--- config.mk ---
export PLATFORM = sky130hd
export DESIGN_NAME = psgq_gcd
export DESIGN_NICKNAME = d
export VERILOG_FILES = /design/src/rtl/core/psgq_pkg.sv /design/src/rtl/core/psgq_gcd.sv
export VERILOG_INCLUDE_DIRS = /design/src /design/src/rtl/core
export SDC_FILE = /design/constraint.sdc
export NUM_CORES = 1
export LEC_CHECK = 0
export ABC_AREA = 1
export BUFFER_PORTS_ARGS = -buffer_cell sky130_fd_sc_hd__buf_2
export CORE_ASPECT_RATIO = 0.6
export CORE_MARGIN = 10
export CORE_UTILIZATION = 35
export CTS_CLUSTER_SIZE = 30
export DETAILED_ROUTE_END_ITERATION = 6
export SYNTH_ARGS = -nofsm -noshare
export SYNTH_HDL_FRONTEND = slang
export SYNTH_SLANG_ARGS = --single-unit
--- constraint.sdc ---
create_clock -name clk -period 2.93 [get_ports clk]
set_input_delay 0.586 -clock clk [delete_from_list [all_inputs] [get_ports clk]]
set_output_delay 0.586 -clock clk [all_outputs]
set_load 0.02 [all_outputs]
--- src/rtl/core/prefix_suffix_gcd_query_unit_assert.svh ---
// assertion macros shared by the gcd query unit modules
`ifndef PREFIX_SUFFIX_GCD_QUERY_UNIT_ASSERT_SVH
`define PREFIX_SUFFIX_GCD_QUERY_UNIT_ASSERT_SVH

// same-cycle implication, disabled while reset is low
`define PSGQ_ASSERT_NOW(lbl, clk, rstn, ante, cons, msg) \
	lbl: assert property (@(posedge clk) disable iff (!rstn) (ante) |-> (cons)) \
		else $error(msg);

// next-cycle implication, disabled while reset is low
`define PSGQ_ASSERT_NEXT(lbl, clk, rstn, ante, cons, msg) \
	lbl: assert property (@(posedge clk) disable iff (!rstn) (ante) |=> (cons)) \
		else $error(msg);

`endif

--- src/rtl/core/psgq_pkg.sv ---
// shared widths, command codes and gcd unit interface types
`default_nettype none

package psgq_pkg;

	localparam int VAL_W = 31;
	localparam int POS_W = 11;
	localparam int SHIFT_W = 5;

	localparam logic CMD_LOAD  = 1'b0;
	localparam logic CMD_QUERY = 1'b1;

	typedef struct packed {
		logic             start;
		logic [VAL_W-1:0] a;
		logic [VAL_W-1:0] b;
	} gcd_req_t;

	typedef struct packed {
		logic             busy;
		logic             done;
		logic [VAL_W-1:0] result;
	} gcd_rsp_t;

endpackage

`default_nettype wire

--- src/rtl/core/psgq_gcd.sv ---
// iterative binary gcd unit, one shift or subtract-and-shift per cycle
`default_nettype none
`include "prefix_suffix_gcd_query_unit_assert.svh"

module psgq_gcd (
	input  wire logic               clk,
	input  wire logic               arst_n,
	input  wire psgq_pkg::gcd_req_t req,
	output psgq_pkg::gcd_rsp_t      rsp
);

	logic [psgq_pkg::VAL_W-1:0]   a_q;
	logic [psgq_pkg::VAL_W-1:0]   b_q;
	logic [psgq_pkg::SHIFT_W-1:0] k_q;
	logic                         busy_q;
	logic                         done_q;
	logic [psgq_pkg::VAL_W-1:0]   result_q;

	// operand registers and step control
	always_ff @(posedge clk or negedge arst_n) begin
		if (!arst_n) begin
			a_q      <= '0;
			b_q      <= '0;
			k_q      <= '0;
			busy_q   <= 1'b0;
			done_q   <= 1'b0;
			result_q <= '0;
		end else begin
			done_q <= 1'b0;
			if (req.start) begin
				a_q    <= req.a;
				b_q    <= req.b;
				k_q    <= '0;
				busy_q <= 1'b1;
			end else if (busy_q) begin
				if (a_q == '0) begin
					// one side empty: the other, scaled by common twos, is the answer
					result_q <= b_q << k_q;
					busy_q   <= 1'b0;
					done_q   <= 1'b1;
				end else if (b_q == '0) begin
					result_q <= a_q << k_q;
					busy_q   <= 1'b0;
					done_q   <= 1'b1;
				end else begin
					case ({a_q[0], b_q[0]})
						2'b00: begin
							a_q <= a_q >> 1;
							b_q <= b_q >> 1;
							k_q <= k_q + psgq_pkg::SHIFT_W'(1);
						end
						2'b01: a_q <= a_q >> 1;
						2'b10: b_q <= b_q >> 1;
						default: begin
							// both odd: difference is even, drop its low zero now
							if (a_q >= b_q) begin
								a_q <= (a_q - b_q) >> 1;
							end else begin
								b_q <= (b_q - a_q) >> 1;
							end
						end
					endcase
				end
			end
		end
	end

	assign rsp.busy   = busy_q;
	assign rsp.done   = done_q;
	assign rsp.result = result_q;

	`PSGQ_ASSERT_NOW(a_start_idle, clk, arst_n, req.start, !busy_q, "gcd started while busy")
	`PSGQ_ASSERT_NOW(a_done_idle, clk, arst_n, done_q, !busy_q, "gcd done while still busy")
	`PSGQ_ASSERT_NEXT(a_zero_ends, clk, arst_n, busy_q && !req.start && (a_q == '0 || b_q == '0), done_q && !busy_q, "gcd did not finish on zero operand")

endmodule

`default_nettype wire

==> flow_metrics.tcl <==
set metrics [dict create \
    synth_ff_type "dfrtp_1" \
    vias 12816 \
    synth-compound-area-share_pct 16.1 \
    place_area_um2 12500 \
    drt_iter0_drc 1595 \
    yosysSeqAreaShare_pct 23.7 \
    drive_above_1_share_pct 18.4 \
    synth_top_family_by_area "simple AND/OR/NAND/NOR gates" \
    slowest_delay_ps 500 \
    endpoint_kind "register" \
    rsz0062_at_grt "true" \
    wirelength_um 49400 \
    clock_skew_ps 14.3 \
    finalCritPeriodShare_pct 96.3 \
    ys_seq_elements 100 \
    rows 49 \
    synthArstFlopShare_pct 100 \
    slew_headroom_pct 41.2 \
    htree_levels 3 \
    final_cell_mix "501 x nand2_1, 289 x nand3_1, 163 x buf_4" \
    cts_setup_buffers 0 \
    grt_pass1_vias 11900 \
    cts_tree "built" \
    insertion_delay_ps 400 \
    dp_hpwl_um 40700 \
    r2r-start "b_q[0]" \
    numPortBuffers 97 \
    status "finished, final reports clean" \
    drt_pre_antenna_iters 6 \
    worstPathMaxFanout 5 \
    vias_per_cell 5.51 \
    die_x_um 244 \
    clk_pin_slew_worst_paths_ps 80 \
    root_buffer "clkbuf_16" \
    final-max-slew-violation-count 0 \
    grt_start_max_net_pins 69 \
    hold_violations 0 \
    synth_fa_ha_area_share_pct 7.86 \
    syn_inst 1718 \
    fp.dieH_um 154 \
    crit_chain "inv_1 > ha_1 > fa_1 > o21ai_1 > inv_1 > o21bai_1 > buf_4 > nand2_1 > nand3_1 > nand2_1 > nand3_1 > nand3_1 > nand3_1 > nand2_1" \
    yosys.area_share.simple_pct 40.9 \
    synth_nets 1848 \
    grt.total_usage_pct 25.6 \
    gr-total-overflow 0 \
    hold_buffers 0 \
    fp.coreArea_um2 29800 \
    cp.arrival_ps 3110 \
    drc_errors 0 \
    antenna_found_initial 0 \
    grt_first_pass_wirelength_um 73800 \
    final_area_um2 12800 \
    synth_mux_area_share_pct 0.570 \
    cts-buffers-inserted 9 \
    reg2reg_setup_slack_ps 110 \
    r2r-end "b_q[23]" \
    netlist_area_um2 10500 \
    wire_per_inst_um 21.2 \
    io_pins 98 \
    synthXorXnorAreaFrac_pct 1.66 \
    ant_nets 0 \
    nets 2045 \
    cts_buffer_depth 2 \
    critical_path.slowest_cell "fa_1" \
    die_area_um2 37700 \
    cpMostUsedCell "nand3_1" \
    avgSynthCellArea_um2 6.14 \
    initial_utilization_pct 35.4 \
    cts_sinks 100 \
    gp_congestion 1.03 \
    max_freq_ghz 0.354 \
    period_needed_ps 2820 \
    worst_slew_pin_slew_ps 882 \
    drv_cap 0 \
    hold_class "primary input to async pin" \
    setup_violations 0 \
    synth-edff-count 0 \
    crit_type "register to register" \
    start_kind "register" \
    area_growth_pct 21.3 \
    layout_commonest_cell "nand2_1" \
    synthDistinctLibCells 49 \
    cp.required_ps 3220 \
    yosys_warnings 0 \
    r2r_cells 14 \
    antennaDiodeCount 0 \
]
[cell families after synthesis]
family,after synthesis
simple gates,998
flops,100
mux,6
compound gates,302
fa+ha+maj,65
buf+inv,227
xor+xnor,20
[worst max-delay path by stage]
stage / from / to / slack (ps) / depth (start not counted)
detailed placement: a_q[0] / a_q[27] / -70 / 14
floorplan: a_q[28] / b_q[6] / 710 / 15
global route: a_q[0] / a_q[25] / -70 / 15
CTS: a_q[0] / a_q[27] / 10 / 14
finish: b_q[0] / b_q[23] / 110 / 14
global placement: a_q[0] / a_q[27] / -140 / 14
[flip-flops by register name, indices dropped and copies added (netlist names)]
register,flops
a_q,31
b_q,31
result_q,31
k_q,5
busy_q,1
done_q,1
[critical path: cells and delay by family, from the launching register on]
kind	cells	cell delay (ps)
AOI/OAI and AO/OA	2	440
adders and majority gates	2	790
buffers and inverters	3	390
DFF	1	410
and+or+nand+nor	7	680
[per-stage QoR]
step | hold slack [ps] | instances | utilization, % | setup slack (ps) | TNS (ps)
after floorplan | 290 | 1718 | - | 714 | 0
after global placement | 461 | 2312 | 41.9 | -140 | -227
after detailed placement | 461 | 2312 | 41.9 | -67.9 | -123
after CTS | 221 | 2327 | 42.8 | 13.6 | 0
after global routing | 249 | 2327 | 42.9 | -75.0 | -155
final | 209 | 2327 | 42.9 | 108 | 0
[Yosys cell counts, types with 9 or more instances]
library cell / n / area [µm²]
nand2_1: 501 / 1880
nand3_1: 289 / 1450
inv_1: 138 / 518
nor2_1: 135 / 507
a21oi_1: 115 / 576
dfrtp_1: 100 / 2500
o21ai_0: 84 / 420
ha_1: 63 / 788
clkbuf_1: 43 / 161
o21ai_1: 38 / 190
nand2_2: 26 / 163
o211ai_1: 26 / 195
xor2_1: 16 / 140
buf_2: 12 / 60.1
buf_1: 10 / 37.5
nand4_1: 9 / 56.3
nor2_2: 9 / 56.3
[repair_timing]
item	CTS	global route
endpoints found under the setup margin	2	53
pin swaps	0	0
gates resized for setup	1	13
cloned	0	0
[layout make-up]
| cell class | instances | area [µm²] |
|---|---|---|
| clock buffers | 12 | 246 |
| clock inverters | 3 | 22.5 |
| fillers | 3296 | 17000 |
| inverters | 147 | 554 |
| multi-input cells | 1391 | 7100 |
| flip-flops and latches | 100 | 2500 |
| well taps | 408 | 510 |
| repair buffers | 266 | 1840 |
[routing by layer]
metal  share of wire (%)  vias up  track usage [%]
met2                  39      685             35.5
met4                 1.5        0             5.13
met5                   0        -                0
li1                    -     6090                -
met3                  12       44             8.20
met1                  47     5997             37.6
Power is not shown: default switching activity piles up to over one toggle a cycle in this logic, so the estimate is an artifact.
